### src/rtl/energy_weighted_pixel_sampler_top_defines.svh
// ----------------------------------------------------------------------------
// Assertion macros for the energy-weighted pixel sampler.
// Each macro checks a property on the rising edge of i_clk outside reset.
// ----------------------------------------------------------------------------
`ifndef ENERGY_WEIGHTED_PIXEL_SAMPLER_TOP_DEFINES_SVH
`define ENERGY_WEIGHTED_PIXEL_SAMPLER_TOP_DEFINES_SVH

`ifndef ASSERT_OFF
`define EWPS_ASSERT_IMP(label, ante, cons) \
    label: assert property (@(posedge i_clk) disable iff (!i_rst_n) (ante) |-> (cons)) \
        else $error("ewps assertion failed");
`define EWPS_ASSERT_NEXT(label, ante, cons) \
    label: assert property (@(posedge i_clk) disable iff (!i_rst_n) (ante) |=> (cons)) \
        else $error("ewps assertion failed");
`else
`define EWPS_ASSERT_IMP(label, ante, cons)
`define EWPS_ASSERT_NEXT(label, ante, cons)
`endif

`endif

### src/rtl/ewps_pkg.sv
// ----------------------------------------------------------------------------
// ewps_pkg
// Shared types and constants of the energy-weighted pixel sampler.
// ----------------------------------------------------------------------------
package ewps_pkg;

    localparam int DEF_MAX_WIDTH     = 256;
    localparam int DEF_MAX_HEIGHT    = 256;
    localparam int DEF_FRACTION_BITS = 16;

    localparam int CFG_RESET_SIZE = 256;
    localparam int CFG_DATA_W     = 9;
    localparam int COLOR_W        = 8;
    localparam int FRAC_W         = 16;
    localparam int ENERGY_W       = 24;
    localparam int INDEX_OUT_W    = 16;
    localparam int COORD_W        = 8;

    localparam logic [ENERGY_W-1:0] TOTAL_MAX = '1;

    localparam logic OP_LOAD   = 1'b0;
    localparam logic OP_SAMPLE = 1'b1;

    localparam logic CFG_IDX_WIDTH  = 1'b0;
    localparam logic CFG_IDX_HEIGHT = 1'b1;

    typedef struct packed {
        logic load_pixel;
        logic start_sample;
        logic clear_result;
        logic set_thr;
        logic issue_read;
        logic step;
        logic div_start;
        logic div_step;
        logic out_load;
    } t_dp_cmd;

    typedef struct packed {
        logic sample_empty;
        logic search_open;
        logic div_done;
    } t_dp_status;

endpackage

### src/rtl/ewps_ctrl.sv
// ----------------------------------------------------------------------------
// ewps_ctrl
// Sequencer of the sampler: accepts transactions, steps the threshold,
// binary search and division, and owns the output valid flag.
// ----------------------------------------------------------------------------
module ewps_ctrl
    import ewps_pkg::*;
(
    input  logic       i_clk,
    input  logic       i_rst_n,
    input  logic       i_in_valid,
    input  logic       i_in_op,
    output logic       o_in_stall,
    input  logic       i_out_stall,
    output logic       o_out_valid,
    input  t_dp_status i_status,
    output t_dp_cmd    o_cmd
);

    typedef enum logic [2:0] {
        S_IDLE,
        S_THR,
        S_SEARCH,
        S_CMP,
        S_DIV,
        S_OUT
    } t_state;

    t_state  r_state, n_state;
    logic    r_out_valid, n_out_valid;
    t_dp_cmd w_cmd;

    always_comb begin
        n_state     = r_state;
        n_out_valid = r_out_valid;
        w_cmd       = '0;
        if (r_out_valid && !i_out_stall) begin
            n_out_valid = 1'b0;
        end
        case (r_state)
            S_IDLE: begin
                if (i_in_valid) begin
                    if (i_in_op == OP_LOAD) begin
                        w_cmd.load_pixel = 1'b1;
                    end else if (i_status.sample_empty) begin
                        w_cmd.clear_result = 1'b1;
                        n_state            = S_OUT;
                    end else begin
                        w_cmd.start_sample = 1'b1;
                        n_state            = S_THR;
                    end
                end
            end
            S_THR: begin
                w_cmd.set_thr = 1'b1;
                n_state       = S_SEARCH;
            end
            S_SEARCH: begin
                if (i_status.search_open) begin
                    w_cmd.issue_read = 1'b1;
                    n_state          = S_CMP;
                end else begin
                    w_cmd.div_start = 1'b1;
                    n_state         = S_DIV;
                end
            end
            S_CMP: begin
                w_cmd.step = 1'b1;
                n_state    = S_SEARCH;
            end
            S_DIV: begin
                if (i_status.div_done) begin
                    n_state = S_OUT;
                end else begin
                    w_cmd.div_step = 1'b1;
                end
            end
            S_OUT: begin
                if (!r_out_valid || !i_out_stall) begin
                    w_cmd.out_load = 1'b1;
                    n_out_valid    = 1'b1;
                    n_state        = S_IDLE;
                end
            end
            default: begin
                n_state = S_IDLE;
            end
        endcase
    end

    always_ff @(posedge i_clk) begin
        if (!i_rst_n) begin
            r_state     <= S_IDLE;
            r_out_valid <= 1'b0;
        end else begin
            r_state     <= n_state;
            r_out_valid <= n_out_valid;
        end
    end

    assign o_in_stall  = (r_state != S_IDLE);
    assign o_out_valid = r_out_valid;
    assign o_cmd       = w_cmd;

endmodule

### config.mk
export PLATFORM = sky130hd
export DESIGN_NAME = ewps_ctrl
export DESIGN_NICKNAME = d
export VERILOG_FILES = /design/src/rtl/energy_weighted_pixel_sampler_top_defines.svh /design/src/rtl/ewps_pkg.sv /design/src/rtl/ewps_ctrl.sv
export SDC_FILE = /design/constraint.sdc
export NUM_CORES = 1
export LEC_CHECK = 0
export BUFFER_PORTS_ARGS = -buffer_cell sky130_fd_sc_hd__buf_2
export CAP_MARGIN = 20
export CORE_AREA = 2 2 39 41
export DETAILED_ROUTE_END_ITERATION = 7
export DIE_AREA = 0 0 41 43
export HOLD_SLACK_MARGIN = 0.08
export PLACE_DENSITY = 0.6
export SLEW_MARGIN = 20
export SYNTH_ARGS = -nofsm -noshare
export SYNTH_HDL_FRONTEND = slang
export SYNTH_SLANG_ARGS = --single-unit
### constraint.sdc
create_clock -name i_clk -period 2.24 [get_ports i_clk]
set_clock_uncertainty 0.05 [all_clocks]
set_input_delay 0.448 -clock i_clk [delete_from_list [all_inputs] [get_ports i_clk]]
set_output_delay 0.448 -clock i_clk [all_outputs]
set_load 0.01 [all_outputs]
==> flow_summary.ini, run 1 <==
[route]
drc = 0
final_antenna_net_count = 0
wl_per_cell_um = 10.23
drtPass1Iterations = 2
drt-initial-drc-count = 7
via_per_inst = 4.622
finalWirelength_um = 757
vias = 342

[layout]
syn2layout_area_growth_pct = 34.71
drive_gt1_frac = 0.4138
final_common_cell = buf_2
final_nets = 68
antenna_cells = 0
final.fill_count = 161
multi_input_area_um2 = 183.9
seq_area_um2 = 80.08
final_cell_mix = buf_2, nor3_1, a21oi_1, nor2_1, dfxtp_1

[logic_synthesis]
syn_nets = 48
synth-seq-cells = 4
synth_top_area_share = 0.2645
synth.distinct_cells = 21
synth.yosys.warnings = 0
syn_area_um2 = 302.8
seq_area_frac_synth = 0.2645
netlist.top_cell.by_area = dfxtp_1
syn_inst = 40
syn_avg_cell_area_um2 = 7.570
yosys-top-cells-area = dfxtp_1, nor3_1, a21oi_1

[placed_design]
dp_hpwl_um = 585.5
gp_congestion = 0.7906
port_buffers = 18

[setup_path]
path_cells = inv_2 -> or2_1 -> a21oi_1 -> buf_2
path_buf_inv = 2
crit_fanout = 10
worst_path_max_delay_cell = dfxtp_1
cp.required_ns = 1.74
critical_path.top_delay_family = flip-flops
worstSetupPathType = register to output pin
critPathMaxStageDelay_ns = 0.51
cp.arrival_ns = 1.35
reg2reg_slack_ns = 1.08
start_kind = register
cp-end-kind = output pin

[timing]
setup-tns-final_ns = 0
relSlewSlack = 0.7765
period_needed_ns = 1.846
timing.hold.ws_ns = 0.4001
fin_crit_sh = 0.8242
setup-violations-final = 0
worst_pin_slew_ns = 0.3348
finalHoldViolCount = 0
slew_viol_final = 0
rsz0062_at_grt = false
fmax_ghz = 0.5417

[clock_tree]
clock_sinks = 4
root_buffer = clkbuf_4
post-cts-setup-buffer-count = 0
cts_buffer_depth = 2
clk_pin_slew_worst_paths_ns = 0.04
h-tree-depth = 1
cts_buffers = 3
cts_tree = done
cts_resized = 0
cts_hold_buf = 0
insertion_delay_ns = 0.23

[flow_run]
max_cap_violations = 0

[pwr]
leakage_nw = 0.2026
p_per_area_nw_per_um2 = 744.3
power.total_mw = 0.3036
irDropWorstVdd_mv = 0.2514

[grt]
grt_pass1_wl_um = 1124
grt_max_degree = 13
antenna_found_initial = 0
grt_usage = 0.09018
grt_pass1_vias = 285
gr-total-overflow = 0

[worst_hold_path]
hold_path.class = input port to register

[die]
fp.dieH_um = 43
initial_core_util = 0.2188
num_rows = 14
coreArea_um2 = 1384
io_pins = 19
die_area_um2 = 1763
die_w_um = 41

[run_status]
outcome = finished, final reports clean
==> metrics by stage <==
stage / utilization / worst slack [ns] / cell area (um2) / cells
2_1_floorplan: - / 0.6960 / 302.8 / 40
3_3_place_gp: 0.2785 / 0.6668 / 385.4 / 71
3_5_place_dp: 0.2785 / 0.6333 / 385.4 / 71
4_1_cts: 0.2948 / 0.3814 / 407.9 / 74
5_1_grt: 0.2948 / 0.2738 / 407.9 / 74
6_report: 0.2948 / 0.3939 / 407.9 / 74
==> final timing paths <==
kind,startpoint,end,depth (start not counted)
min reg2reg,o_out_valid$_SDFF_PN0_,o_out_valid$_SDFF_PN0_,2
max,r_state[0]$_SDFFE_PN0P_,o_cmd[0],4
max reg2reg,r_state[0]$_SDFFE_PN0P_,r_state[0]$_SDFFE_PN0P_,3
min,i_rst_n,r_state[2]$_SDFFE_PN0P_,2
==> worst register-to-register path: stages, from the launching register on <==
cell	delay, ns
dfxtp_1	0.51
inv_2	0.10
a311oi_1	0.29
o21a_1	0.16
==> routing by layer <==
| metal | vias up | global-route usage | part of all wire |
|---|---|---|---|
| met5 | - | 0 | 0 |
| met4 | 0 | 0.02000 | 0 |
| met3 | 0 | 0.03141 | 0.090 |
| met2 | 16 | 0.1156 | 0.39 |
| met1 | 147 | 0.1406 | 0.52 |
| li1 | 179 | - | - |
==> kinds of logic after synthesis <==
family          synth area share
flops                     0.2645
buf+inv                   0.1281
simple gates              0.3967
compound gates            0.2108
==> registers in the layout (all words and copies together) (netlist names) <==
signal,cells
o_out_valid,1
r_state,3
==> cell usage after synthesis (all sizes together) <==
master	n
inv	3
o22ai	1
buf	3
nor2	4
nand4b	1
nor3b	2
o21a	1
a211oi	1
a21oi	5
dfxtp	4
a311oi	1
or2	1
nand2	1
and3	1
nand2b	3
nor3	6
or3	1
a22o	1
==> where the power goes <==
part	switching [mW]	internal [mW]
combinational	0.0532	0.0541
sequential	0.0236	0.0815
clock	0.0311	0.0600
==> cell type report <==
cell class	count	area share
Tap cell	16	0.04908
Clock buffer	3	0.05521
Inverter	3	0.02761
Sequential cell	4	0.1963
Multi-Input combinational cell	30	0.4509
Timing Repair Buffer	18	0.2209
Note: power is estimated with default switching activity, not from simulation.
==> run 2: changes to the inputs <==
PLACE_DENSITY = 0.62   (was 0.6)
clock period = 1.55 ns   (was 2.24 ns; I/O delays follow)
==> run 2 against run 1 <==
  * The run now ends with negative setup slack left
  * Power grew 64%
  * Via count is 8.2% higher
  * Sequential share of layout area down 0.90 points
  * Die area did not move
  * Count of clock-buffer cells in the layout unchanged
  * Flip-flop and latch count unchanged
  * Setup slack worse by 0.45 ns
  * Global-route usage grew 3.2 points
  * Hold slack worse by 0.15 ns
  * Critical path type unchanged
  * Critical endpoint is now o_cmd[8]
==> flow_summary.ini, run 2 (same netlist as run 1, synthesis figures left out) <==
[setup_path]
critical_path.top_delay_family = simple AND/OR/NAND/NOR gates
critPathMaxStageDelay_ns = 0.37
worst_path_max_delay_cell = or3_4
cp.required_ns = 1.19
ff2ff_path_depth = 5
crit_fanout = 4
crit_cells = 3
path_cells = or3_4 -> nor3b_2 -> buf_2
cp.arrival_ns = 1.25
worstSetupPathType = register to output pin
cp-end-kind = output pin
path_buf_inv = 1
start_kind = register

[timing]
finalHoldViolCount = 0
fmax_ghz = 0.6215
timing.hold.ws_ns = 0.2531
fin_crit_sh = 1.038
slew_viol_final = 0
worst_pin_slew_ns = 0.2341
period_needed_ns = 1.609
rsz0062_at_grt = true
relSlewSlack = 0.8428
fin_ws_ns = -0.05909
setup-violations-final = 2

[pwr]
comb_power_share = 0.451
irDropWorstVdd_mv = 0.2266
leakage_nw = 0.2377
p_per_area_nw_per_um2 = 1049
clkPwrFrac = 0.263
switchingPower_mw = 0.1747
intPower_mw = 0.3229
p_sw_frac = 0.3511
seqPwrFrac = 0.285

[route]
vias = 370
drtPass1Iterations = 2
finalWirelength_um = 888
drt-initial-drc-count = 2
final_antenna_net_count = 0
via_per_inst = 4.684
drc = 0
wl_per_cell_um = 11.24

[placed_design]
port_buffers = 18
gp_congestion = 0.8330
dp_hpwl_um = 574.4

[layout]
final_common_cell = buf_2
largest_reg_flops = 3
finish.utilization = 0.3427
final_nets = 73
top_register = r_state
final_cell_mix = buf_2, nor3_1, a21oi_1, buf_4
antenna_cells = 0
syn2layout_area_growth_pct = 56.61
drive_gt1_frac = 0.5556

[die]
die_area_um2 = 1763
io_pins = 19
die_w_um = 41
num_rows = 14
coreArea_um2 = 1384
fp.dieH_um = 43
initial_core_util = 0.2188

[clock_tree]
cts_tree = done
root_buffer = clkbuf_4
clk_pin_slew_worst_paths_ns = 0.04
cts_buffer_depth = 2
h-tree-depth = 1
clock_sinks = 4
insertion_delay_ns = 0.24
cts_buffers = 3

[worst_hold_path]
hold_path.class = input port to register
min_path_cells = 2

[flow_run]
max_cap_violations = 0

[grt]
grt_pass1_wl_um = 1476
antenna_found_initial = 0
grt_usage = 0.1221
met3_usage = 0.02094
grt.busiest_layer = met2
grt_pass1_vias = 366
met1_usage = 0.1624
met2_usage = 0.1719
gr-total-overflow = 0
grt_max_degree = 11

[run_status]
violations = negative setup slack
outcome = finished, violations left
[run 2: through the flow]
step,cells,worst slack [ns],setup TNS (ns),power [mW],cell area [um2]
2_1_floorplan,40,0.1440,0,0.2705,302.8
3_3_place_gp,73,0.1364,0,0.3218,400.4
3_5_place_dp,73,0.1193,0,0.3214,400.4
4_1_cts,79,-0.06974,-0.09167,0.5024,474.2
5_1_grt,79,-0.1291,-0.4360,0.5405,474.2
6_report,79,-0.05909,-0.06985,0.4976,474.2
[run 2: layout make-up]
type                    instances  area (um2)
fillers                       163       909.6
clock buffers                   3       22.52
multi-input cells              30       203.9
well taps                      16       20.02
repair buffers                 23       127.6
flip-flops and latches          4       88.84
inverters                       3       11.26
[run 2: worst register-to-register path: cells and delay by family (launching register included)]
family | cells | cell delay, ns
compound gates | 2 | 0.38
buf+inv | 2 | 0.26
simple gates | 1 | 0.07
flops | 1 | 0.35
[run 2: what timing repair did]
action                     in CTS  in global routing
hold buffers                    0                  0
gates resized for setup         9                  0
cloned                          0                  0
pin swaps                       3                  1
setup buffers                   3                  0
setup endpoints to repair       6                  5
[run 2: per-layer routing]
metal	wire length [um]	vias up
met5	0	-
met4	0	0
met3	65	0
met2	403	14
met1	420	167
li1	-	189
[run 2: power groups by stage]
stage | combinational [mW] | clock (mW) | sequential (mW)
finish | 0.224 | 0.131 | 0.142
detailed placement | 0.179 | 0 | 0.143
floorplan | 0.146 | 0 | 0.125
global route | 0.248 | 0.149 | 0.143
global placement | 0.179 | 0 | 0.143
CTS | 0.222 | 0.140 | 0.141
[run 2: worst paths after layout]
path	start	to	slack [ns]
max	r_state[2]$_SDFFE_PN0P_	o_cmd[8]	-0.06
min	i_rst_n	r_state[2]$_SDFFE_PN0P_	0.25
max reg2reg	r_state[2]$_SDFFE_PN0P_	r_state[2]$_SDFFE_PN0P_	0.34
min reg2reg	o_out_valid$_SDFF_PN0_	o_out_valid$_SDFF_PN0_	0.46
